### src/rtl/utf8cc_pkg.sv
`timescale 1ns / 1ps

package utf8cc_pkg;

   localparam int COUNT_WIDTH = 16;
   localparam int TALLY_N     = 6;
   localparam int EVENT_N     = 3;
   localparam int CP_W        = 21;
   localparam int BYTE_W      = 8;
   localparam int REQ_TDATA_W = 8;
   localparam int RSP_DATA_W  = TALLY_N * COUNT_WIDTH;
   localparam int RSP_TDATA_W = ((RSP_DATA_W + 7) / 8) * 8;

   // tally slots, lowest slot lands in the lowest bits of the result
   localparam int TALLY_TOTAL  = 0;
   localparam int TALLY_LETTER = 1;
   localparam int TALLY_DIGIT  = 2;
   localparam int TALLY_BLANK  = 3;
   localparam int TALLY_SYMBOL = 4;
   localparam int TALLY_EMOJI  = 5;

   typedef logic [COUNT_WIDTH-1:0] count_type;
   typedef logic [1:0]             inc_type;
   typedef logic [BYTE_W-1:0]      byte_type;
   typedef logic [CP_W-1:0]        point_type;

   typedef enum logic [2:0] {
      CLS_NONE,
      CLS_LETTER,
      CLS_DIGIT,
      CLS_BLANK,
      CLS_SYMBOL,
      CLS_EMOJI
   } cls_type;

   // one counted code point
   typedef struct packed {
      logic    hit;
      cls_type cls;
   } event_type;

   // number of continuation bytes a lead byte asks for, zero if not a lead
   function automatic logic [1:0] tail_len(input byte_type c);
      if (c[7:5] == 3'h6) begin
         return 2'd1;
      end else if (c[7:4] == 4'hE) begin
         return 2'd2;
      end else if (c[7:3] == 5'h1E) begin
         return 2'd3;
      end
      return 2'd0;
   endfunction

   function automatic cls_type ascii_class(input byte_type c);
      cls_type r;
      r = CLS_NONE;
      if ((c >= "A" && c <= "Z") || (c >= "a" && c <= "z")) begin
         r = CLS_LETTER;
      end else if (c >= "0" && c <= "9") begin
         r = CLS_DIGIT;
      end else if (c == " " || c == 8'h09) begin
         r = CLS_BLANK;
      end else begin
         case (c)
            "{", "}", "[", "]", "(", ")", ";", "=", "<", ">", "_",
            "#", "/", "*", "+", "-", "&", "|", "^", "~",
            8'h60: begin // backquote
               r = CLS_SYMBOL;
            end
            default: begin
               r = CLS_NONE;
            end
         endcase
      end
      return r;
   endfunction

   function automatic cls_type point_class(input point_type cp);
      cls_type r;
      r = CLS_NONE;
      if ((cp >= 21'h00041 && cp <= 21'h0024F) || (cp >= 21'h00400 && cp <= 21'h004FF) ||
          (cp >= 21'h00600 && cp <= 21'h006FF) || (cp >= 21'h00900 && cp <= 21'h0097F) ||
          (cp >= 21'h04E00 && cp <= 21'h09FFF) || (cp >= 21'h03040 && cp <= 21'h030FF) ||
          (cp >= 21'h0AC00 && cp <= 21'h0D7AF)) begin
         r = CLS_LETTER;
      end else if ((cp >= 21'h1F600 && cp <= 21'h1F64F) ||
                   (cp >= 21'h1F300 && cp <= 21'h1F5FF) ||
                   (cp >= 21'h1F900 && cp <= 21'h1F9FF) ||
                   (cp >= 21'h1FA70 && cp <= 21'h1FAFF) ||
                   (cp >= 21'h02600 && cp <= 21'h026FF)) begin
         r = CLS_EMOJI;
      end
      return r;
   endfunction

endpackage

### src/rtl/utf8_char_class_counter.sv
`timescale 1ns / 1ps

// Channel  Dir  Content                                     Transfer
// req      in   tdata: text_byte; tlast: end_of_string       one per string byte
// rsp      out  tdata: six 16-bit counts, total at bit 0     one per string
//
// One byte enters per cycle unless a final byte waits on a held result. A byte
// is held in the input register; decoder state and counters update as it leaves,
// so throughput is one byte per clock, and the final byte's counts go to the result register.
// Reset clears the decoder, the counters and both valid flags.
// A stalled result only holds back a final byte; ordinary bytes keep flowing
// while the result register waits for rsp_tready.
module utf8_char_class_counter (
   input  logic                                   clock,
   input  logic                                   reset,
   input  logic                                   req_tvalid,
   output logic                                   req_tready,
   input  logic [utf8cc_pkg::REQ_TDATA_W-1:0]     req_tdata,  // [7:0] text_byte
   input  logic                                   req_tlast,  // end_of_string
   output logic                                   rsp_tvalid,
   input  logic                                   rsp_tready,
   // total_points, letter_count, digit_count, blank_count, symbol_count,
   // emoji_count, 16 bits each from bit 0 up
   output logic [utf8cc_pkg::RSP_TDATA_W-1:0]     rsp_tdata
);
   import utf8cc_pkg::*;

   // input register
   logic      in_valid_ff, in_valid_in;
   byte_type  in_byte_ff;
   logic      in_last_ff;

   // result register
   logic                  rsp_valid_ff, rsp_valid_in;
   logic [RSP_DATA_W-1:0] rsp_data_ff;

   logic      fire;
   event_type [EVENT_N-1:0] events;
   count_type [TALLY_N-1:0] sums;

   // a final byte may leave only when the result slot is free or freeing
   assign fire       = in_valid_ff && (!in_last_ff || !rsp_valid_ff || rsp_tready);
   assign req_tready = !in_valid_ff || fire;

   assign in_valid_in  = (req_tvalid && req_tready) || (in_valid_ff && !fire);
   assign rsp_valid_in = (fire && in_last_ff) || (rsp_valid_ff && !rsp_tready);

   always_ff @(posedge clock) begin
      if (reset) begin
         in_valid_ff  <= 1'b0;
         rsp_valid_ff <= 1'b0;
      end else begin
         in_valid_ff  <= in_valid_in;
         rsp_valid_ff <= rsp_valid_in;
      end
   end

   always_ff @(posedge clock) begin
      if (req_tvalid && req_tready) begin
         in_byte_ff <= req_tdata[BYTE_W-1:0];
         in_last_ff <= req_tlast;
      end
      if (fire && in_last_ff) begin
         rsp_data_ff <= sums;
      end
   end

   utf8cc_decode u_decode (
      .clock     (clock),
      .reset     (reset),
      .fire      (fire),
      .text_byte (in_byte_ff),
      .last      (in_last_ff),
      .events    (events)
   );

   utf8cc_tally u_tally (
      .clock  (clock),
      .reset  (reset),
      .fire   (fire),
      .last   (in_last_ff),
      .events (events),
      .sums   (sums)
   );

   assign rsp_tvalid = rsp_valid_ff;
   assign rsp_tdata  = RSP_TDATA_W'(rsp_data_ff);

endmodule

### src/rtl/utf8cc_decode.sv
`timescale 1ns / 1ps

// UTF-8 sequence tracker: turns one byte into up to three counted events
module utf8cc_decode (
   input  logic                                              clock,
   input  logic                                              reset,
   input  logic                                              fire,
   input  utf8cc_pkg::byte_type                              text_byte,
   input  logic                                              last,
   output utf8cc_pkg::event_type [utf8cc_pkg::EVENT_N-1:0]   events
);
   import utf8cc_pkg::*;

   logic [1:0] owed_ff, owed_in;
   byte_type   lead_ff, lead_in;
   logic [1:0] fill_ff, fill_in;
   byte_type   tail_ff [3];
   logic       tail_we;

   byte_type   t0, t1;
   point_type  cp_main, cp_pair, cp_sel;
   cls_type    pcls;
   logic [1:0] b_len;
   logic       pair;

   function automatic event_type single(input byte_type x);
      event_type e;
      e.hit = 1'b1;
      e.cls = x[7] ? CLS_NONE : ascii_class(x);
      return e;
   endfunction

   // current byte merged into the held continuation bytes
   assign t0 = (fill_ff == 2'd0) ? text_byte : tail_ff[0];
   assign t1 = (fill_ff == 2'd1) ? text_byte : tail_ff[1];

   always_comb begin
      unique case (fill_ff)
         2'd0: cp_main = point_type'({lead_ff[4:0], t0[5:0]});
         2'd1: cp_main = point_type'({lead_ff[3:0], t0[5:0], t1[5:0]});
         2'd2: cp_main = point_type'({lead_ff[2:0], t0[5:0], t1[5:0], text_byte[5:0]});
         default: cp_main = '0;
      endcase
   end

   // truncated string, the held byte and the final byte forming a two-byte sequence
   assign pair    = (fill_ff == 2'd1) && tail_ff[0][7] && (tail_len(tail_ff[0]) == 2'd1);
   assign cp_pair = point_type'({tail_ff[0][4:0], text_byte[5:0]});
   assign cp_sel  = (owed_ff == 2'd1) ? cp_main : cp_pair;
   assign pcls    = point_class(cp_sel);
   assign b_len   = tail_len(text_byte);

   always_comb begin
      events  = '0;
      owed_in = owed_ff;
      lead_in = lead_ff;
      fill_in = fill_ff;
      tail_we = 1'b0;
      if (owed_ff == 2'd0) begin
         if (!text_byte[7]) begin
            events[0] = single(text_byte);
         end else if (b_len == 2'd0 || last) begin
            events[0] = '{hit: 1'b1, cls: CLS_NONE};
         end else begin
            owed_in = b_len;
            lead_in = text_byte;
            fill_in = 2'd0;
         end
      end else begin
         tail_we = 1'b1;
         fill_in = fill_ff + 2'd1;
         owed_in = owed_ff - 2'd1;
         if (owed_ff == 2'd1) begin
            events[0] = '{hit: 1'b1, cls: pcls};
            fill_in   = 2'd0;
         end else if (last) begin
            // lead counts bare, held bytes decoded again on their own
            events[0] = '{hit: 1'b1, cls: CLS_NONE};
            if (pair) begin
               events[1] = '{hit: 1'b1, cls: pcls};
            end else begin
               events[1] = single(t0);
               if (fill_ff == 2'd1) begin
                  events[2] = single(text_byte);
               end
            end
         end
      end
      if (last) begin
         owed_in = 2'd0;
         lead_in = '0;
         fill_in = 2'd0;
      end
   end

   always_ff @(posedge clock) begin
      if (reset) begin
         owed_ff <= 2'd0;
         lead_ff <= '0;
         fill_ff <= 2'd0;
      end else if (fire) begin
         owed_ff <= owed_in;
         lead_ff <= lead_in;
         fill_ff <= fill_in;
      end
   end

   always_ff @(posedge clock) begin
      if (fire && tail_we && fill_ff != 2'd3) begin
         tail_ff[fill_ff] <= text_byte;
      end
   end

endmodule

### src/rtl/utf8cc_tally.sv
`timescale 1ns / 1ps

// six saturating class counters, cleared after the final byte
module utf8cc_tally (
   input  logic                                                  clock,
   input  logic                                                  reset,
   input  logic                                                  fire,
   input  logic                                                  last,
   input  utf8cc_pkg::event_type [utf8cc_pkg::EVENT_N-1:0]       events,
   output utf8cc_pkg::count_type [utf8cc_pkg::TALLY_N-1:0]       sums
);
   import utf8cc_pkg::*;

   count_type tally_ff [TALLY_N];
   count_type tally_in [TALLY_N];
   inc_type   inc [TALLY_N];

   function automatic inc_type hits_of(input event_type [EVENT_N-1:0] ev,
                                       input logic any, input cls_type c);
      inc_type n;
      n = '0;
      for (int i = 0; i < EVENT_N; i++) begin
         if (ev[i].hit && (any || ev[i].cls == c)) begin
            n = n + inc_type'(1);
         end
      end
      return n;
   endfunction

   always_comb begin
      inc[TALLY_TOTAL]  = hits_of(events, 1'b1, CLS_NONE);
      inc[TALLY_LETTER] = hits_of(events, 1'b0, CLS_LETTER);
      inc[TALLY_DIGIT]  = hits_of(events, 1'b0, CLS_DIGIT);
      inc[TALLY_BLANK]  = hits_of(events, 1'b0, CLS_BLANK);
      inc[TALLY_SYMBOL] = hits_of(events, 1'b0, CLS_SYMBOL);
      inc[TALLY_EMOJI]  = hits_of(events, 1'b0, CLS_EMOJI);
   end

   always_comb begin
      logic [COUNT_WIDTH:0] s;
      for (int j = 0; j < TALLY_N; j++) begin
         s = {1'b0, tally_ff[j]} + (COUNT_WIDTH+1)'(inc[j]);
         sums[j]     = s[COUNT_WIDTH] ? '1 : s[COUNT_WIDTH-1:0];
         tally_in[j] = last ? '0 : sums[j];
      end
   end

   always_ff @(posedge clock) begin
      if (reset) begin
         for (int j = 0; j < TALLY_N; j++) begin
            tally_ff[j] <= '0;
         end
      end else if (fire) begin
         for (int j = 0; j < TALLY_N; j++) begin
            tally_ff[j] <= tally_in[j];
         end
      end
   end

endmodule

### config.mk
export PLATFORM = sky130hd
export DESIGN_NAME = utf8_char_class_counter
export DESIGN_NICKNAME = d
export VERILOG_FILES = /design/src/rtl/utf8cc_pkg.sv /design/src/rtl/utf8_char_class_counter.sv /design/src/rtl/utf8cc_decode.sv /design/src/rtl/utf8cc_tally.sv
export SDC_FILE = /design/constraint.sdc
export NUM_CORES = 1
export LEC_CHECK = 0
export BUFFER_PORTS_ARGS = -buffer_cell sky130_fd_sc_hd__buf_4
export CORE_MARGIN = 5
export CORE_UTILIZATION = 45
export DETAILED_ROUTE_END_ITERATION = 10
export PLACE_DENSITY = 0.63
export SLEW_MARGIN = 40
export SYNTH_ARGS = -nofsm -noshare
export SYNTH_HDL_FRONTEND = slang
export SYNTH_SLANG_ARGS = --single-unit
### constraint.sdc
create_clock -name clock -period 6 [get_ports clock]
set_input_delay 0.6 -clock clock [delete_from_list [all_inputs] [get_ports clock]]
set_output_delay 0.6 -clock clock [all_outputs]
set_load 0.005 [all_outputs]
Word-level counts from Yosys, hierarchy flattened:

Memory sizes are Yosys's and may differ from the RTL's.
Index checks and enable logic that the tools add are counted.

* output and inout port bits: 98
* memories: 2
* bits in writable memories: 120
* bits in registers: 116
* bits of input ports: 13

* $add $sub $neg: 20
* equal/unequal tests: 75
* bitwise gates (word level): 6
* reduce and logical (&&, ||, !) cells: 76
* magnitude comparators: 36
* mux-type cells: 97

Memory list
* u_tally.tally_ff: depth 6, width 16, read ports 6, clocked after Yosys merged registers in 0, wr ports 6, RTL line utf8cc_tally.sv:14 `count_type tally_ff [TALLY_N];`
* u_decode.tail_ff: depth 3, width 8, read ports 2, clocked after Yosys merged registers in 0, wr ports 1, RTL line utf8cc_decode.sv:17 `byte_type tail_ff [3];`

Operators with widths (number)
* 2-to-1 mux 16 bit: 18
* == test 8 x 6 -> 1 bit, second input constant: 26
* == test 8 x 7 -> 1 bit, second input constant: 18
* adder 16 x 2 -> 17 bit: 6
* greater-or-equal comparator 21 x 17 -> 1 bit, second input constant: 4
* less-or-equal comparator 21 x 17 -> 1 bit, second input constant: 4
* case mux 21 bit (3 select lines): 1
* 2-to-1 mux 2 bit: 29
* greater-or-equal comparator 21 x 11 -> 1 bit, second input constant: 2
* greater-or-equal comparator 21 x 14 -> 1 bit, second input constant: 2
* less-or-equal comparator 21 x 11 -> 1 bit, second input constant: 2
* less-or-equal comparator 21 x 14 -> 1 bit, second input constant: 2
* less-or-equal comparator 21 x 16 -> 1 bit, second input constant: 2
* logical AND 1 bit: 42
* OR reduction 21 bit: 2
* 2-to-1 mux 3 bit: 13
* greater-or-equal comparator 8 x 7 -> 1 bit, second input constant: 4
* less-or-equal comparator 8 x 7 -> 1 bit, second input constant: 4
* adder 2 x 1 -> 2 bit, second input constant: 13
* == test 3 bit, second input constant: 8
* 2-to-1 mux 4 bit: 6
* 2-to-1 mux 8 bit: 3
* greater-or-equal comparator 21 x 12 -> 1 bit, second input constant: 1
* greater-or-equal comparator 21 x 15 -> 1 bit, second input constant: 1
* 28 further kinds: 97

Logic depth before layout (Yosys ltp):

* depth in word-level cells: 28
* depth in mapped cells: 25
* mapped depth without buffers: 23

By module:

Synthesis repeated with hierarchy kept, for this count alone.

* cells, all modules: 1182
* area total of the unflattened synthesis: 12792.3 um2

Modules (own cells, without submodules)
* utf8cc_tally: sequential area each 2882.8 um2, cells each 686, instances 1, area each 6537.5 um2
* utf8_char_class_counter: sequential area each 3193.1 um2, cells each 117, instances 1, area each 3256.9 um2
* utf8cc_decode: sequential area each 600.6 um2, cells each 379, instances 1, area each 2997.9 um2

Least setup slack after synthesis:

OpenSTA, ideal clock, no wires.

* path kind: input to register
* from: in rsp_tready
* to: reg rsp_data_ff[0], in the netlist rsp_tdata[0], enable pin
* setup slack: 576 ps
* required time: 5447 ps
* path buffers: 0
* setup time: 553 ps
* cell stages on the path: 4
* arrival: 4871 ps
* cell sequence: nor2b_1 > nand2_1 > nand2_1 > nor2_1

* longest elaborated chain between the ends: 3

RTL lines
* from (decl): RTL line utf8_char_class_counter.sv:21 `input logic rsp_tready,`
* logical OR 1 bit: RTL line utf8_char_class_counter.sv:42 `assign fire = in_valid_ff && (!in_last_ff || !rsp_valid_ff || rsp_tready);`
* logical AND 1 bit: RTL line utf8_char_class_counter.sv:42
* logical AND 1 bit: RTL line utf8_char_class_counter.sv:63 `if (fire && in_last_ff) begin`
* to (signal assigned): RTL line utf8_char_class_counter.sv:64 `rsp_data_ff <= sums;`
* to (decl): RTL line utf8_char_class_counter.sv:35 `logic [RSP_DATA_W-1:0] rsp_data_ff;`

No other way between the ends.
A chain may end at the register's enable or synchronous reset.

==> metrics.md <==
| Metric | Value |
|---|---|
| Run status | finished clean |
| Worst-path clk slew | 0.06 ns |
| Count of nets after finishing | 1291 |
| First-pass GRT wire length | 47.6 mm |
| Leakage power of the design | about 5.4 nW |
| Synth warnings | 0 |
| Post-route non-filler standard cell count | around 1600 |
| Pwr per Cell Area | 242 mW/mm² |
| Area added between synthesis and finish | 17.5% |
| Dominant cell by count in the synthesized netlist | edfxtp_1 |
| Skew final | around 0.015 ns |
| Clock latency reported for the late side of the worst-skew pair | approximately 0.54 ns |
| Critical setup path kind | reg -> reg |
| Vert. Die Dim | around 170 µm |
| Number of remaining DRC errors | 0 |
| Data required time of the worst path | approximately 6.3 ns |
| Number of buffers inserted to repair setup after CTS | 0 |
| Total vias in the final route | roughly 9100 |
| HPWL after DPL | 20.8 mm |
| I/O Pins | around 110 |
| Most instantiated cells after synthesis | edfxtp_1, nand2_1, a21oi_1 |
| Crit path top cell by count | ha_1 |
| Overflow left after global routing | 0 |
| VDD IR-drop max | about 210 µV |
| Distinct cells, synth | 83 |
| Die Outline Area | 0.0304 mm² |
| Number of buffers on the longest clock path | 3 |
| #FFs+latches synth | ~230 |
| Peak Freq | approximately 180 MHz |
| Routed wire length per instance | around 19 µm |
| Overall Global Routing Usage | about a fifth |
| Max-cap violation count | 0 |
| Final critical-path share of the clock period | between 90 and 100% |
| Count of final hold-check violations | 0 |
| Number of detailed-route iterations in the first pass | 5 |
| Post-route core utilization | a little over half |
| Port buffer count | 110 |
| Antenna-violating nets left | 0 |
| Routability congestion estimate from global placement | 0.918 |
| Worst hold margin | approximately 0.23 ns |
| Portion of the post-synthesis area used by sequential elements | approximately 55% |
| Unrepaired setup endpoints after global routing | no |
| Vias per Instance | ~5.7 |
| Number of sinks handled by clock tree synthesis | approximately 230 |
| Number of clock buffers inserted by TritonCTS | 25 |
| FFs w/ async S/R, synth | 0% |
| Placed cell count | 1558 |
| Syn_nets | roughly 1200 |
| Largest net degree at the start of global routing | 83 |
| CP Max Fanout | 13 |
| CTS tree | built |
| Worst min path class | in -> reg |
| Antenna violations before repair | 1 |
| Number of standard-cell rows in the floorplan | 60 |
| Post-Syn Instances | around 1100 |
| Final setup viols | 0 |
| Cell taking the most area after synthesis | edfxtp_1 |
| CP max stage delay | about 0.48 ns |
| CP endpoint kind | flip-flop |
| Worst slew margin relative to its limit | about 49% |
| Total negative setup slack | 0 ns |
| Total wire length after detailed routing | ~30 mm |
| EDFF count, synth | 215 |
| Period minus WS final | 5.62 ns |
| Initial standard-cell utilization of the core | approximately 45% |
| Cell type of the slowest stage on the worst timing path | ha_1 |
| Share of the synthesized area in the top cell type | 53.1% |
| Power Total | about 0.0034 W |
| Number of levels the H-tree was split into | 1 |
| Fraction of final layout cells sized beyond drive strength 1 | about 18% |
| Crit path launch type | flip-flop |
| Slew Limit Fails | 0 |
| Cells traversed along the worst timing path | inv_1 > ha_1 > buf_4 > o311a_1 > a21boi_2 > nand4_4 > o311a_1 > nor4b_2 > nor4_1 > or3_1 > o211a_1 > ha_1 > xnor2_1 > ha_1 > a21o_1 > nand2_1 > nor3_1 > and3_1 > mux2_2 > and3b_1 |
| Cell area after synthesis | ~0.012 mm² |
| Via count of the first global-routing pass | 8882 |
| Core Region | roughly 0.027 mm² |
| Drt first-iter violations | 798 |
| Overall die width | roughly 170 µm |
| Slew at the pin closest to its max-slew limit | between 0.7 and 0.8 ns |
| Syn_area_per_cell | between 10 and 15 µm² |
| Most area-consuming cells after synthesis | edfxtp_1, nand2_1, a21oi_1, ha_1, xnor2_1 |
| Worst path arrival time | ~5.9 ns |
| CTS root buffer | clkbuf_16 |
| Primary FF master, synth | edfxtp_1 |
[path summary, 6_finish.rpt]
path | startpoint | end | slack (ns) | cells after the start
setup / recovery | u_decode.fill_ff[1]$_SDFFE_PP0P_ | u_tally.tally_ff[0][31]$_SDFFCE_PP0P_ | 0.38 | 20
setup reg to reg | u_decode.fill_ff[1]$_SDFFE_PP0P_ | u_tally.tally_ff[0][31]$_SDFFCE_PP0P_ | 0.38 | 20
hold / removal | req_tlast | in_last_ff$_DFFE_PP_ | 0.23 | 1
hold reg to reg | u_decode.lead_ff[4]$_SDFFE_PP0P_ | u_decode.lead_ff[4]$_SDFFE_PP0P_ | 0.48 | 1
[final cells by class]
| cell class | count | area, µm² |
|---|---|---|
| fill | 2383 | 12500 |
| sequential | 226 | 6680 |
| multi-input combinational | 824 | 5240 |
| timing repair buffer | 151 | 1150 |
| clock buffer | 29 | 641 |
| tap | 341 | 427 |
| clock inverter | 15 | 80.1 |
| inverter | 16 | 60.1 |
| antenna | 1 | 2.50 |
[layout by cell type, fill, tap and decap left out, types with 15 or more instances in the layout]
master     synthesis  layout
nor2_1            71      70
buf_4              3     148
nand2_1          171     171
edfxtp_1         215     215
xor2_1            32      32
clkbuf_16          0      25
inv_1             16      16
nand4_1           23      23
and3_1            18      18
o21ai_0           30      30
nor3_1            15      15
nand2b_1          18      16
xnor2_1           37      37
ha_1              28      26
nand3_1           43      43
nor2b_1           23      23
a21oi_1          105     105
[timing repair]
item                                    in CTS  in global routing
resized for setup                            0                  3
endpoints found under the setup margin       0                 16
hold buffers                                 0                  0
[registers in the layout, indices dropped and copies added, names as in the netlist]
name,cells
in_byte_ff,8
in_last_ff,1
in_valid_ff,1
rsp_tdata,96
rsp_tvalid,1
u_decode.fill_ff,2
u_decode.lead_ff,5
u_decode.owed_ff,2
u_decode.tail_ff,14
u_tally.tally_ff,96
[critical path, delay by kind of cell, from the launching register on]
family,cells,cell delay [ns]
flops,1,0.34
fa+ha+maj,3,0.97
simple gates,8,1.68
compound gates,5,1.46
buf+inv,2,0.41
mux,1,0.34
xor+xnor,1,0.16
[stage by stage]
step / area (µm²) / worst slack (ns)
floorplan: 12100 / 0.576
finish: 14300 / 0.378
global route: 14300 / 0.0958
CTS: 14300 / 0.317
detailed placement: 13500 / 0.362
global placement: 13500 / 0.247
[layer usage]
metal	GRT usage, %	vias up	routed length, µm
li1	-	4404	-
met1	26.4	4403	13300
met2	31.8	286	14100
met3	3.22	43	1730
met4	4.12	0	587
met5	0	-	0
[where the power goes]
part	internal (W)	total, W	switching, W
Sequential	0.00180	0.00185	0.0000536
Clock	0.000762	0.00137	0.000608
Combinational	0.0000936	0.000227	0.000133
[cell families (layout without fill, tap and decap cells)]
logic type,after synthesis,count (layout),share of synthesized area [%]
simple gates,462,462,19.2
flops,226,226,55.0
fa+ha+maj,34,34,3.87
xor+xnor,69,69,4.97
mux,24,24,2.22
buf+inv,66,211,2.23
other cells,1,2,0.0309
compound gates,234,234,12.5
No activity file was read; power rests on OpenSTA's default activity.
